`src/rtl/kdfd_pkg.sv`:
```
`timescale 1ns / 1ps

package kdfd_pkg;

  localparam int CfgIndexWidth = 2;

  localparam logic [CfgIndexWidth-1:0] CFG_CONTROL_PREFIX = 2'd0;
  localparam logic [CfgIndexWidth-1:0] CFG_HIGHBIT_PREFIX = 2'd1;
  localparam logic [CfgIndexWidth-1:0] CFG_REPEAT_PREFIX  = 2'd2;

  localparam logic [7:0] ControlPrefixReset = 8'd35;
  localparam logic [7:0] HighbitPrefixReset = 8'd38;
  localparam logic [7:0] RepeatPrefixReset  = 8'd126;

  localparam logic [7:0] CountBias = 8'd32;
  localparam logic [7:0] QuoteFlip = 8'h40;
  localparam logic [7:0] HighBit   = 8'h80;

  typedef enum logic [2:0] {
    PH_START,
    PH_COUNT,
    PH_AFTER_CNT,
    PH_AFTER_HIGH,
    PH_QUOTED
  } phase_t;

  typedef struct packed {
    logic [7:0] control_prefix;
    logic [7:0] highbit_prefix;
    logic [7:0] repeat_prefix;
  } prefix_cfg_t;

  typedef struct packed {
    logic [7:0] out_byte;
    logic [7:0] repeat_count;
    logic       truncated;
    logic       field_end;
  } result_t;

endpackage

```
`src/rtl/kermit_data_field_decoder_top.sv`:
```
`timescale 1ns / 1ps

// Kermit data field decoder. Raw field bytes enter one per beat with a flag on the
// field's last byte; each decoded character with a nonzero repeat count leaves as
// one beat carrying the byte and its repeat count (the run is not expanded here),
// and a field that ends inside an unfinished prefix sequence gives one beat flagged
// as truncated. A byte passes through the input register, then through the prefix
// decode into the output register. One byte is accepted per cycle sustained; the
// rate is set by the phase update, and stalls only when the output register holds
// a beat that is not taken and the byte in decode produces a beat. Prefix registers may
// be written only while no bytes are in flight.

module kermit_data_field_decoder_top
  import kdfd_pkg::*;
(
  input  logic                     clk,
  input  logic                     rst_n,
  input  logic                     cfg_we,
  input  logic [CfgIndexWidth-1:0] cfg_index,
  input  logic [7:0]               cfg_wdata,
  input  logic                     in_valid,
  output logic                     in_ready,
  input  logic [7:0]               in_byte,
  input  logic                     in_last_in_field,
  output logic                     out_valid,
  input  logic                     out_ready,
  output logic [7:0]               out_byte,
  output logic [7:0]               out_repeat_count,
  output logic                     out_truncated,
  output logic                     out_field_end
);

  prefix_cfg_t prefixes;

  logic       hold_valid_r;
  logic [7:0] hold_byte_r;
  logic       hold_last_r;

  logic    out_valid_r;
  result_t out_res_r;

  logic    has_result;
  result_t result;
  logic    out_free;
  logic    step;

  kdfd_cfg_regs u_cfg (
    .clk       (clk),
    .rst_n     (rst_n),
    .cfg_we    (cfg_we),
    .cfg_index (cfg_index),
    .cfg_wdata (cfg_wdata),
    .prefixes  (prefixes)
  );

  kdfd_decode u_decode (
    .clk        (clk),
    .rst_n      (rst_n),
    .prefixes   (prefixes),
    .raw_byte   (hold_byte_r),
    .raw_last   (hold_last_r),
    .step       (step),
    .has_result (has_result),
    .result     (result)
  );

  assign out_free = !out_valid_r || out_ready;
  assign step     = hold_valid_r && (out_free || !has_result);
  assign in_ready = !hold_valid_r || step;

  always_ff @(posedge clk) begin
    if (!rst_n) begin
      hold_valid_r <= 1'b0;
    end else if (in_ready) begin
      hold_valid_r <= in_valid;
    end
  end

  always_ff @(posedge clk) begin
    if (in_ready && in_valid) begin
      hold_byte_r <= in_byte;
      hold_last_r <= in_last_in_field;
    end
  end

  always_ff @(posedge clk) begin
    if (!rst_n) begin
      out_valid_r <= 1'b0;
    end else if (out_free) begin
      out_valid_r <= step && has_result;
    end
  end

  always_ff @(posedge clk) begin
    if (out_free && step && has_result) begin
      out_res_r <= result;
    end
  end

  assign out_valid        = out_valid_r;
  assign out_byte         = out_res_r.out_byte;
  assign out_repeat_count = out_res_r.repeat_count;
  assign out_truncated    = out_res_r.truncated;
  assign out_field_end    = out_res_r.field_end;

endmodule

```
`src/rtl/kdfd_cfg_regs.sv`:
```
`timescale 1ns / 1ps

module kdfd_cfg_regs
  import kdfd_pkg::*;
(
  input  logic                     clk,
  input  logic                     rst_n,
  input  logic                     cfg_we,
  input  logic [CfgIndexWidth-1:0] cfg_index,
  input  logic [7:0]               cfg_wdata,
  output prefix_cfg_t              prefixes
);

  prefix_cfg_t prefixes_r;
  prefix_cfg_t prefixes_nxt;

  always_comb begin
    prefixes_nxt = prefixes_r;
    if (cfg_we) begin
      case (cfg_index)
        CFG_CONTROL_PREFIX: prefixes_nxt.control_prefix = cfg_wdata;
        CFG_HIGHBIT_PREFIX: prefixes_nxt.highbit_prefix = cfg_wdata;
        CFG_REPEAT_PREFIX:  prefixes_nxt.repeat_prefix  = cfg_wdata;
        default:            prefixes_nxt = prefixes_r;
      endcase
    end
  end

  always_ff @(posedge clk) begin
    if (!rst_n) begin
      prefixes_r.control_prefix <= ControlPrefixReset;
      prefixes_r.highbit_prefix <= HighbitPrefixReset;
      prefixes_r.repeat_prefix  <= RepeatPrefixReset;
    end else begin
      prefixes_r <= prefixes_nxt;
    end
  end

  assign prefixes = prefixes_r;

endmodule

```
`src/rtl/kdfd_decode.sv`:
```
`timescale 1ns / 1ps

module kdfd_decode
  import kdfd_pkg::*;
(
  input  logic        clk,
  input  logic        rst_n,
  input  prefix_cfg_t prefixes,
  input  logic [7:0]  raw_byte,
  input  logic        raw_last,
  input  logic        step,
  output logic        has_result,
  output result_t     result
);

  phase_t     phase_r;
  phase_t     phase_nxt;
  logic       high_pending_r;
  logic       high_pending_nxt;
  logic [7:0] pending_count_r;
  logic [7:0] pending_count_nxt;

  logic       have_char;
  logic [7:0] ch;
  logic       is_prefix;

  assign is_prefix = (raw_byte == prefixes.control_prefix) ||
                     (raw_byte == prefixes.highbit_prefix) ||
                     (raw_byte == prefixes.repeat_prefix);

  always_comb begin
    phase_nxt         = phase_r;
    high_pending_nxt  = high_pending_r;
    pending_count_nxt = pending_count_r;
    have_char         = 1'b0;
    ch                = '0;
    has_result        = 1'b0;
    result            = '0;

    case (phase_r)
      PH_QUOTED: begin
        ch        = is_prefix ? raw_byte : (raw_byte ^ QuoteFlip);
        have_char = 1'b1;
      end
      PH_COUNT: begin
        pending_count_nxt = raw_byte - CountBias;
        phase_nxt         = PH_AFTER_CNT;
      end
      PH_START, PH_AFTER_CNT, PH_AFTER_HIGH: begin
        if (phase_r == PH_START && raw_byte == prefixes.repeat_prefix) begin
          phase_nxt = PH_COUNT;
        end else if (phase_r != PH_AFTER_HIGH && raw_byte == prefixes.highbit_prefix) begin
          high_pending_nxt = 1'b1;
          phase_nxt        = PH_AFTER_HIGH;
        end else if (raw_byte == prefixes.control_prefix) begin
          phase_nxt = PH_QUOTED;
        end else begin
          ch        = raw_byte;
          have_char = 1'b1;
        end
      end
      default: begin
        phase_nxt = PH_START;
      end
    endcase

    if (have_char) begin
      has_result          = (pending_count_r != 8'd0);
      result.out_byte     = high_pending_r ? (ch | HighBit) : ch;
      result.repeat_count = pending_count_r;
      result.truncated    = 1'b0;
      result.field_end    = raw_last;
    end else if (raw_last) begin
      has_result       = 1'b1;
      result.truncated = 1'b1;
      result.field_end = 1'b1;
    end

    if (have_char || raw_last) begin
      phase_nxt         = PH_START;
      high_pending_nxt  = 1'b0;
      pending_count_nxt = 8'd1;
    end
  end

  always_ff @(posedge clk) begin
    if (!rst_n) begin
      phase_r         <= PH_START;
      high_pending_r  <= 1'b0;
      pending_count_r <= 8'd1;
    end else if (step) begin
      phase_r         <= phase_nxt;
      high_pending_r  <= high_pending_nxt;
      pending_count_r <= pending_count_nxt;
    end
  end

endmodule

```
`config.mk`:
```
export PLATFORM = sky130hd
export DESIGN_NAME = kermit_data_field_decoder_top
export DESIGN_NICKNAME = d
export VERILOG_FILES = /design/src/rtl/kdfd_pkg.sv /design/src/rtl/kermit_data_field_decoder_top.sv /design/src/rtl/kdfd_cfg_regs.sv /design/src/rtl/kdfd_decode.sv
export SDC_FILE = /design/constraint.sdc
export NUM_CORES = 1
export LEC_CHECK = 0
export CAP_MARGIN = 20
export CORE_MARGIN = 3
export CORE_UTILIZATION = 62
export CTS_CLUSTER_SIZE = 40
export DETAILED_ROUTE_END_ITERATION = 8
export DONT_BUFFER_PORTS = 1
export PLACE_DENSITY = 0.82
export SYNTH_ARGS = -nofsm -noshare
export SYNTH_HDL_FRONTEND = slang
export SYNTH_SLANG_ARGS = --single-unit
```
`constraint.sdc`:
```
create_clock -name clk -period 4.06 [get_ports clk]
set_input_delay 0 -clock clk [delete_from_list [all_inputs] [get_ports clk]]
set_output_delay 0 -clock clk [all_outputs]
set_load 0.005 [all_outputs]
```
==> results.md, run 1 <==
* 1st-iter DRT viols at 155
* R2R depth at 8
* Synth warn at 0
* Crit path capture type: register
* Global-route wire length before repair at 9.77 mm
* Worst EP required at 4.09 ns
* Routed Antenna Nets at 0
* Routed Wire Length at 5.96 mm
* Crit path depth at 8
* Crit path max-delay cell type: edfxtp_1
* Die ar. at 0.00567 mm²
* CTS sink cnt at 65
* Root Driver: clkbuf_8
* Final worst slack at 1.05 ns
* Leak pwr at 0.00134 µW
* Largest net degree at the start of global routing at 41
* Site Rows at 24
* Clock Skew at 0.00963 ns
* WL per Instance at 16.6 µm
* Vias per cell at 5.79
* Worst Path Buf+Inv at 1
* Critical Path AT at 3.04 ns
* Critical R2R Launch: hold_byte_r[1]
* Setup tns final at 0 ns
* CP peak stage delay at 0.50 ns
* Area leader, netlist: edfxtp_1
* Outcome: completed
* Sequential cell area fraction in the yosys report at 52.7%
* Core area at about 0.0045 mm²
* Initial antenna violation count at 0
* Hold depth at 3
* Main flop type after synthesis: dfxtp_1
* Detailed Routing Iterations Pass 1 at 5
* Post-synth EDFFs at 27
* Total GRT Usage at 23.7%
* Fraction of registers with async set/reset at 0%
* Grt ovf at 0
* Total CTS buffers at 9
* Min-Delay Startpoint: cfg_we
* Cell count after placement at ~320
* Initial Util at 66.2%
* Cts repair resizes at 0
* Fin crit period at 3.01 ns
* Period utilization at between 70% and 80%
* Total power divided by cell area at around 440 mW/mm²
* WHS Endpoint: u_cfg.prefixes[1]
* Synth cell types at between 50 and 60
* GP Congestion at approximately 0.92
* RSZ-0062 raised after global routing: false
* Flops & latches, synth at 65
* Vias after detailed routing at 2,077
* Antenna cells at 0
* Critical-path cell list: xor2_1, nor4_1, a211oi_2, o211a_2, nor2_4, o221a_2, nor2b_1, buf_4
* Reg2reg end: out_byte[6]
* Clk buf depth at 2
* Crit path kind: register to register
* Post-Place Cell Area at 0.00299 mm²
* Fin. Hold Viols at 0
* Synth Instances at 277
* Finish-stage setup viols at 0
* Clk_lat worst skew at 0.34 ns
* Num ports at 44
* Port bufs at 0
* Vias in the first global route at 1,989
* Cts hold-fix bufs at 24
* Design area at 0.00351 mm²
* Worst setup SP type: register
* Share of cells above drive strength 1 at 10.7%
* Die height at 75.3 µm
* CTS tree: done
* Slew Limit Headroom at 61.2%
* Worst-path maximum fanout at 19
* DRC Markers at 0
* Worst R2R Setup Slack at 1.05 ns
* Die X-Extent at 75.3 µm
* Fin util at 77.8%
* Post-Syn Area per Cell at approximately 11 µm²
* Measured slew at the worst slew-check pin at 0.581 ns
* Htree depth at 3
* Synth-to-Final Area Change at 17.6%
* Top cell type's share of synthesized area at 27.2%
* Area contributors post-synth: edfxtp_1 27%, dfxtp_1 26%, mux2i_1 8.4%, nand2_1 5.8%, nor2b_1 5.2%
* DP Wirelength at about 4 mm
* Max-cap violation count at 0
* Pre-CTS setup slack at around 1.0 ns
* Non-filler cells, final at 359
* CP delay by family, top: simple AND/OR/NAND/NOR gates
* Setup bufs post-CTS at 0
* Hold Crit Class: input pin to register
* Post-synth net total at slightly above 300
* Reg clk slew, reported paths at about 0.070 ns
* Nets at 327
* VDD IR max at 381 µV
* Fmax at 332 MHz
* Mapped Area at 0.00298 mm²
* Final max-slew violation count at 0
tightest hold or removal path: cells and delay by family:
kind          cells  cell delay (ns)
simple gates      3             0.39
power breakdown:
group	leakage [µW]	switching, µW	total, µW	internal [µW]
Sequential	0.000561	22.3	729	707
Clock	0.000133	248	719	471
Combinational	0.000647	52.9	106	53.2
synthesized netlist by cell type, types with 3 or more instances:
library cell / instances
a21oi_1: 4
a21boi_0: 3
nor2_1: 11
o21ai_0: 3
clkbuf_1: 5
inv_1: 3
nand2_1: 46
dfxtp_1: 38
mux2i_1: 25
xor2_1: 17
nand3_1: 8
edfxtp_1: 27
nor4_1: 5
xnor2_1: 9
and2_1: 3
nor2b_1: 25
layout make-up:
class	instances	area, µm²
multi-input combinational	196	1320
timing repair buffer	27	273
clock buffer	9	124
sequential	65	1570
fill	296	998
tap	52	65.1
inverter	3	11.3
clock inverter	7	143
worst max path at each step:
stage	slack, ns	from	endpoint
floorplan	0.95	hold_byte_r[1]	out_byte[0]
global placement	1.12	hold_byte_r[1]	out_byte[1]
detailed placement	1.05	hold_byte_r[1]	out_byte[2]
CTS	1.04	hold_byte_r[4]	out_byte[6]
global route	0.80	hold_byte_r[1]	out_byte[6]
finish	1.05	hold_byte_r[1]	out_byte[6]
flip-flops by register name (all words and copies together) (netlist names), 3 cells and up:
register / cells
out_byte: 8
u_decode.phase_r: 3
u_decode.pending_count_r: 8
hold_byte_r: 8
out_repeat_count: 8
u_cfg.prefixes: 24
stage by stage:
| stage | hold WS (ns) | power, µW |
|---|---|---|
| 2_1_floorplan | 0.0989 | 808 |
| 3_3_place_gp | 0.0696 | 818 |
| 3_5_place_dp | 0.0721 | 820 |
| 4_1_cts | 0.0618 | 1560 |
| 5_1_grt | 0.102 | 1600 |
| 6_report | 0.0798 | 1550 |
layer usage:
layer / wire length, µm / vias up / track usage, %
met5: 0 / - / 0
met4: 55 / 0 / 8.16
met3: 398 / 6 / 6.73
met2: 2960 / 76 / 38.5
met1: 2540 / 985 / 30.5
li1: - / 1010 / -
cell families (layout without fill, tap and decap cells):
logic type | count (synthesis) | after routing | synth area share (%)
AO/OA/AOI/OAI | 25 | 25 | 6.72
XOR/XNOR | 26 | 26 | 7.64
adder cells (fa/ha/maj) | 1 | 1 | 0.420
buffers and inverters | 16 | 46 | 3.02
flip-flops | 65 | 65 | 52.7
multiplexers | 25 | 25 | 8.40
AND/OR/NAND/NOR | 119 | 119 | 21.1
placed cells by master, fill, tap and decap left out, drive strengths merged, types with 5 or more instances in the layout:
master / instances
dfxtp: 38
nand2: 46
xor2: 17
nor2b: 26
edfxtp: 27
a21oi: 5
nor4: 6
clkbuf: 9
xnor2: 9
nor2: 12
dlygate4sd3: 23
nand3: 8
mux2i: 25
Note: power is estimated with default switching activity, not from simulation.
==> run 2: changes to the inputs <==
- clock period: 4.06 -> 3 ns (I/O delays scaled with it)
==> run 2 against run 1 <==
Against the previous run:
- die area did not move
- sequential power rose by 35%
- clock skew fell by 0.0012 ns
- sequential cell count did not move
- total power rose by 23%
- maximum frequency rose by 10%
- design area fell by 1.4%
- worst setup slack got worse by 0.77 ns
- utilization fell by 1.1 points
- global-route usage rose by 0.68 points
- largest power group unchanged
==> results.md, run 2 (synthesis gave the netlist of run 1 again) <==
* Nets at 328 (+0.31%)
* Largest net degree at the start of global routing at 41 (unchanged)
* Vias after detailed routing at 2,038 (-1.9%)
* GP Congestion at 0.880 (-4.4%)
* Final max-slew violation count at 0 (unchanged)
* Clock Skew at 0.00844 ns (-0.00119 ns)
* Crit path capture type: register
* Total GRT Usage at 24.4% (+0.68 points)
* Setup tns final at 0 ns (unchanged)
* Site Rows at 24 (unchanged)
* Max-cap violation count at 0 (unchanged)
* Reg clk slew, reported paths at 0.07 ns (about the same)
* Vias in the first global route at 2,141 (+7.6%)
* Fmax at 367 MHz (+10%)
* # fillers at 285 (-3.7%)
* Setup bufs post-CTS at 0 (unchanged)
* Routed Antenna Nets at 0 (unchanged)
* Die height at 75.3 µm (unchanged)
* WL per Instance at 16.7 µm (+0.42%)
* Final worst slack at 0.273 ns (-0.774 ns)
* Cts hold-fix bufs at 24 (unchanged)
* Worst EP required at 3.03 ns (-1.06 ns)
* Num ports at 44 (unchanged)
* Htree depth at 3 (unchanged)
* Crit path max-delay cell type: edfxtp_1
* Initial Util at 66.2% (unchanged)
* Routed Wire Length at 6.00 mm (+0.70%)
* Core area at 0.00450 mm² (unchanged)
* Port bufs at 0 (unchanged)
* DRC Markers at 0 (unchanged)
* Initial antenna violation count at 0 (unchanged)
* CTS sink cnt at 65 (unchanged)
* Finish-stage setup viols at 0 (unchanged)
* Detailed Routing Iterations Pass 1 at 4 (-1)
* CP delay by family, top: compound AO/OA/AOI/OAI gates
* Root Driver: clkbuf_8
* Die ar. at 0.00567 mm² (unchanged)
* Clk buf depth at 2 (unchanged)
* Period utilization at 90.9% (+17 points)
* Die X-Extent at 75.3 µm (unchanged)
* Total power divided by cell area at 552 mW/mm² (+25%)
* DP Wirelength at 4.06 mm (+3.5%)
* Antenna cells at 0 (unchanged)
* Critical-path cell list: xor2_1, nor4_1, a211oi_2, o211a_2, nor2_4, o221a_2, nor2b_2, buf_4
* Leak pwr at 0.00132 µW (-1.6%)
* Pre-CTS setup slack at 0.327 ns (-0.723 ns)
* Synth-to-Final Area Change at 16.0%
* Most common cell after layout, fill and taps aside: nand2_1
* CTS tree: done
* RSZ-0062 raised after global routing: false
* Max reg flops at 24 (unchanged)
* CP peak stage delay at 0.49 ns (about the same)
* Commonest non-fill, non-tap cells in the layout: 46 x nand2_1, 38 x dfxtp_1, 27 x edfxtp_1
* Worst setup SP type: register
* VDD IR max at 481 µV (+26%)
* Global-route wire length before repair at 10.1 mm (+2.9%)
* Measured slew at the worst slew-check pin at 0.560 ns (-0.0209 ns)
* Worst Path Buf+Inv at 1 (unchanged)
* Critical Path AT at 2.76 ns (-0.28 ns)
* Hold Crit Class: input pin to register
* Grt ovf at 0 (unchanged)
* Fin crit period at 2.73 ns (-0.286 ns)
* Slew Limit Headroom at 62.6% (+1.4 points)
* Outcome: completed
* Fin. Hold Viols at 0 (unchanged)
* Worst-path maximum fanout at 18 (-1)
* Total CTS buffers at 9 (unchanged)
* Crit path kind: register to register
* Vias per cell at 5.66 (-2.2%)
* Share of cells above drive strength 1 at 10.4% (-0.36 points)
* 1st-iter DRT viols at 109 (-30%)
* Clk_lat worst skew at 0.35 ns (about the same)
* Cts repair resizes at 0 (unchanged)
run 2: tightest hold or removal path, stage by stage:
cell,delay (ns)
nor3b_1,0.03
buf_4,0.18
mux2i_1,0.13
nand2_1,0.07
run 2: power breakdown:
part           switching [µW]  internal (µW)  leakage [µW]  total (µW)
clock                     321            459      0.000106         780
sequential               30.2            957      0.000561         987
combinational            70.8           72.4      0.000653         143
run 2: per-stage QoR:
step	power [µW]	std cells	utilization [%]	cell area (µm²)	hold WS [ns]
final	1910	360	76.8	3460	0.0790
after global routing	1970	360	76.8	3460	0.0919
after CTS	1920	360	76.8	3460	0.0648
after detailed placement	1110	320	66.6	3000	0.0716
after global placement	1110	320	66.6	3000	0.0694
after floorplan	1090	277	-	2980	0.0989
run 2: metal layers:
layer | wire (µm) | global-route usage [%] | up-vias
met5 | 0 | 0 | -
met4 | 204 | 13.4 | 0
met3 | 388 | 8.58 | 19
met2 | 2840 | 38.2 | 81
met1 | 2570 | 29.4 | 934
li1 | - | - | 1004
run 2: path summary, 6_finish.rpt:
check                                                 start                     endpoint  slack [ns]  depth (start not counted)
worst max register to register               hold_byte_r[1]                  out_byte[6]        0.27                          8
worst min register to register  u_decode.pending_count_r[1]  u_decode.pending_count_r[1]        0.47                          2
worst min-delay path                           cfg_index[0]           u_cfg.prefixes[16]        0.08                          4
worst max-delay path                         hold_byte_r[1]                  out_byte[6]        0.27                          8
run 2: area by class of cell:
type | instances | area [µm²] | area share [%]
clock buffers | 9 | 124 | 3.58
clock inverters | 7 | 85.1 | 2.46
inverters | 3 | 11.3 | 0.326
multi-input cells | 196 | 1320 | 38.2
flip-flops and latches | 65 | 1570 | 45.4
well taps | 52 | 65.1 | 1.88
repair buffers | 28 | 280 | 8.10
==> run 3: changes to the inputs <==
--- a/config.mk
+++ b/config.mk
@@ -7,3 +7,2 @@
 export LEC_CHECK = 0
-export CAP_MARGIN = 20
 export CORE_MARGIN = 3
@@ -16,2 +15,3 @@
 export SYNTH_HDL_FRONTEND = slang
+export SYNTH_HIERARCHICAL = 1
 export SYNTH_SLANG_ARGS = --single-unit
--- a/constraint.sdc
+++ b/constraint.sdc
@@ -3,2 +3,2 @@
 set_output_delay 0 -clock clk [all_outputs]
-set_load 0.005 [all_outputs]
+set_load 0.01 [all_outputs]
==> run 3 against run 2 <==
Against the previous run:
- total power fell by 1.1%
- via count rose by 6.3%
- non-clock buffer count rose by 15
- utilization rose by 3.5 points
- worst setup slack got worse by 0.16 ns
- final cell count rose by 6.1%
- first-iteration DRC count rose by 9.2%
- sequential power barely moved
- largest cell class unchanged
==> results.md, run 3 <==
* Crit path kind: register to register
* Pwr Total at 1890 µW (-1.1%)
* GP Congestion at 0.932 (+5.9%)
* Post-Syn Area per Cell at 11.1 µm² (+3.0%)
* Largest family of logic cells by synthesized area: simple AND/OR/NAND/NOR gates
* Flops & latches, synth at 65 (unchanged)
* Post-synthesis simple-gate area fraction at 19.9% (-1.2 points)
* Die ar. at 0.00574 mm² (+1.1%)
* Total CTS buffers at 9 (unchanged)
* Die X-Extent at 75.7 µm (+0.54%)
* Hold Crit Class: input pin to register
* Routed Antenna Nets at 0 (unchanged)
* Max reg flops at 24 (unchanged)
* Hold depth at 2 (-2)
* Post-Place Cell Area at 0.00311 mm² (+3.8%)
* Synth-to-Final Area Change at 20.7%
* Worst setup SP type: register
* Total power divided by cell area at 519 mW/mm² (-6.1%)
* VDD IR max at 503 µV (+4.6%)
* Measured slew at the worst slew-check pin at 0.549 ns (-0.0103 ns)
* Fin util at 80.3% (+3.5 points)
* Slew Limit Headroom at 63.4% (+0.80 points)
* Htree depth at 3 (unchanged)
* Reg clk slew, reported paths at 0.07 ns (about the same)
* Initial Util at 66.5% (+0.33 points)
* WL per Instance at 17.5 µm (+4.8%)
* Final worst slack at 0.113 ns (-0.160 ns)
* Grt ovf at 0 (unchanged)
* Port bufs at 0 (unchanged)
* Mapped Area at 0.00302 mm² (+1.2%)
* Post-synthesis xor/xnor area fraction at 7.55% (-0.089 points)
* Post-synthesis compound-gate area fraction at 9.25% (+2.5 points)
* Die height at 75.7 µm (+0.54%)
* Worst-path maximum fanout at 9 (-9)
* Most frequent cell after synthesis: dfxtp_1
* CTS sink cnt at 65 (unchanged)
* Clock Skew at 0.00823 ns (-0.000210 ns)
* Fin crit period at 2.89 ns (+0.160 ns)
* Synth warn at 6 (+6)
* Post-synth top cells: 38 x dfxtp_1, 30 x nand2_1, 27 x edfxtp_1
* Worst EP required at 3.04 ns (about the same)
* Post-synth EDFFs at 27 (unchanged)
* Global-route wire length before repair at 10.8 mm (+7.8%)
* Root Driver: clkbuf_8
* DRC Markers at 0 (unchanged)
* R2R depth at 8 (unchanged)
* Synth Instances at 272 (-1.8%)
* Initial antenna violation count at 0 (unchanged)
* Fraction of registers with async set/reset at 0% (unchanged)
* Final max-slew violation count at 0 (unchanged)
* Max-cap violation count at 0 (unchanged)
* Pre-CTS setup slack at 0.0695 ns (-0.257 ns)
* Largest net degree at the start of global routing at 43 (+4.9%)
* Setup tns final at 0 ns (unchanged)
* Most common cell after layout, fill and taps aside: dfxtp_1
* Post-synth net total at 297 (-1.7%)
* Main flop type after synthesis: dfxtp_1
* Commonest non-fill, non-tap cells in the layout: 38 x dfxtp_1, 31 x dlygate4sd3_1, 30 x nand2_1
* Routed Wire Length at 6.67 mm (+11%)
* Num ports at 44 (unchanged)
* 1st-iter DRT viols at 119 (+9.2%)
* DP Wirelength at 4.21 mm (+3.7%)
* Vias after detailed routing at 2,166 (+6.3%)
* Synth Area in Adders at 0.415% (-0.0049 points)
* Finish-stage setup viols at 0 (unchanged)
* Core area at 0.00453 mm² (+0.67%)
* CTS tree: done
* Crit path capture type: register
* Vias in the first global route at 2,192 (+2.4%)
* Outcome: completed
* Area leader, netlist: edfxtp_1
* Vias per cell at 5.67 (+0.16%)
* Fmax at 346 MHz (-5.5%)
* Leak pwr at 0.00138 µW (+4.4%)
* Share of cells above drive strength 1 at 11.4% (+0.97 points)
* Top cell type's share of synthesized area at 26.9% (-0.32 points)
* Antenna cells at 0 (unchanged)
* Clk buf depth at 2 (unchanged)
* Detailed Routing Iterations Pass 1 at 4 (unchanged)
* Fin. Hold Viols at 0 (unchanged)
* Design area at 0.00364 mm² (+5.3%)
* Area contributors post-synth: edfxtp_1 27%, dfxtp_1 25%, xnor2_1 7.6%, mux2i_1 6.6%, nor2b_1 5.4%
* Nets at 337 (+2.7%)
* Total GRT Usage at 25.9% (+1.5 points)
* Critical Path AT at 2.93 ns (+0.17 ns)
* Synth cell types at 49 (-3.9%)
* Period utilization at 96.2% (+5.3 points)
* Mux contribution to synthesized area at 6.64% (-1.8 points)
* Sequential cell area fraction in the yosys report at 52.1% (-0.61 points)
* Site Rows at 24 (unchanged)
* Clk_lat worst skew at 0.34 ns (about the same)
-- run 3: kinds of logic after synthesis --
kind of cell    count (synthesis)
compound gates                 32
xor+xnor                       26
fa+ha+maj                       1
buf+inv                        24
flops                          65
mux                            20
simple gates                  104
-- run 3: path summary, 6_finish.rpt --
| kind | start | to | slack [ns] |
|---|---|---|---|
| worst min-delay path | cfg_we | u_cfg/prefixes[0] | 0.1 |
| worst max-delay path | hold_byte_r[0] | hold_byte_r[4] | 0.11 |
| worst max register to register | hold_byte_r[0] | hold_byte_r[4] | 0.11 |
| worst min register to register | u_decode/high_pending_r | u_decode/high_pending_r | 0.48 |
-- run 3: repair_timing --
action                                 CTS  global route
endpoints found under the hold margin   46             0
setup buffers                            0             0
gates resized for setup                  0             2
setup endpoints to repair                0            35
hold buffers                            32             0
-- run 3: layout make-up --
| cell class | instances | area (µm²) |
|---|---|---|
| multi-input cells | 183 | 1330 |
| well taps | 65 | 81.3 |
| flip-flops and latches | 65 | 1570 |
| fillers | 265 | 893 |
| clock inverters | 7 | 71.3 |
| clock buffers | 9 | 124 |
| inverters | 10 | 37.5 |
| repair buffers | 43 | 425 |
-- run 3: routing by layer --
layer | vias up | part of all wire [%] | global-route usage (%)
li1 | 1039 | - | -
met1 | 1023 | 44 | 31.8
met2 | 85 | 48 | 42.3
met3 | 19 | 5.1 | 8.58
met4 | 0 | 2.2 | 9.71
met5 | - | 0 | 0
-- run 3: critical path, cell delays in order (launching register included) --
cell and delay (ns):
edfxtp_1 0.52, xnor2_1 0.25, nand4_1 0.14, a311o_1 0.37
and4bb_4 0.26, o311ai_1 0.39, buf_4 0.21, nand4b_4 0.13
and2_1 0.32
-- run 3: report_power, final --
group          switching [µW]  total, µW  internal, µW
Clock                     333        714           381
Sequential               39.8       1000           962
Combinational            80.4        174          93.8
Total                     453       1890          1440
-- run 3: per-stage QoR --
stage	instances	hold WS, ns
after floorplan	272	0.0989
after global placement	334	0.0989
after detailed placement	334	0.0989
after CTS	382	0.0721
after global routing	382	0.105
final	382	0.0952
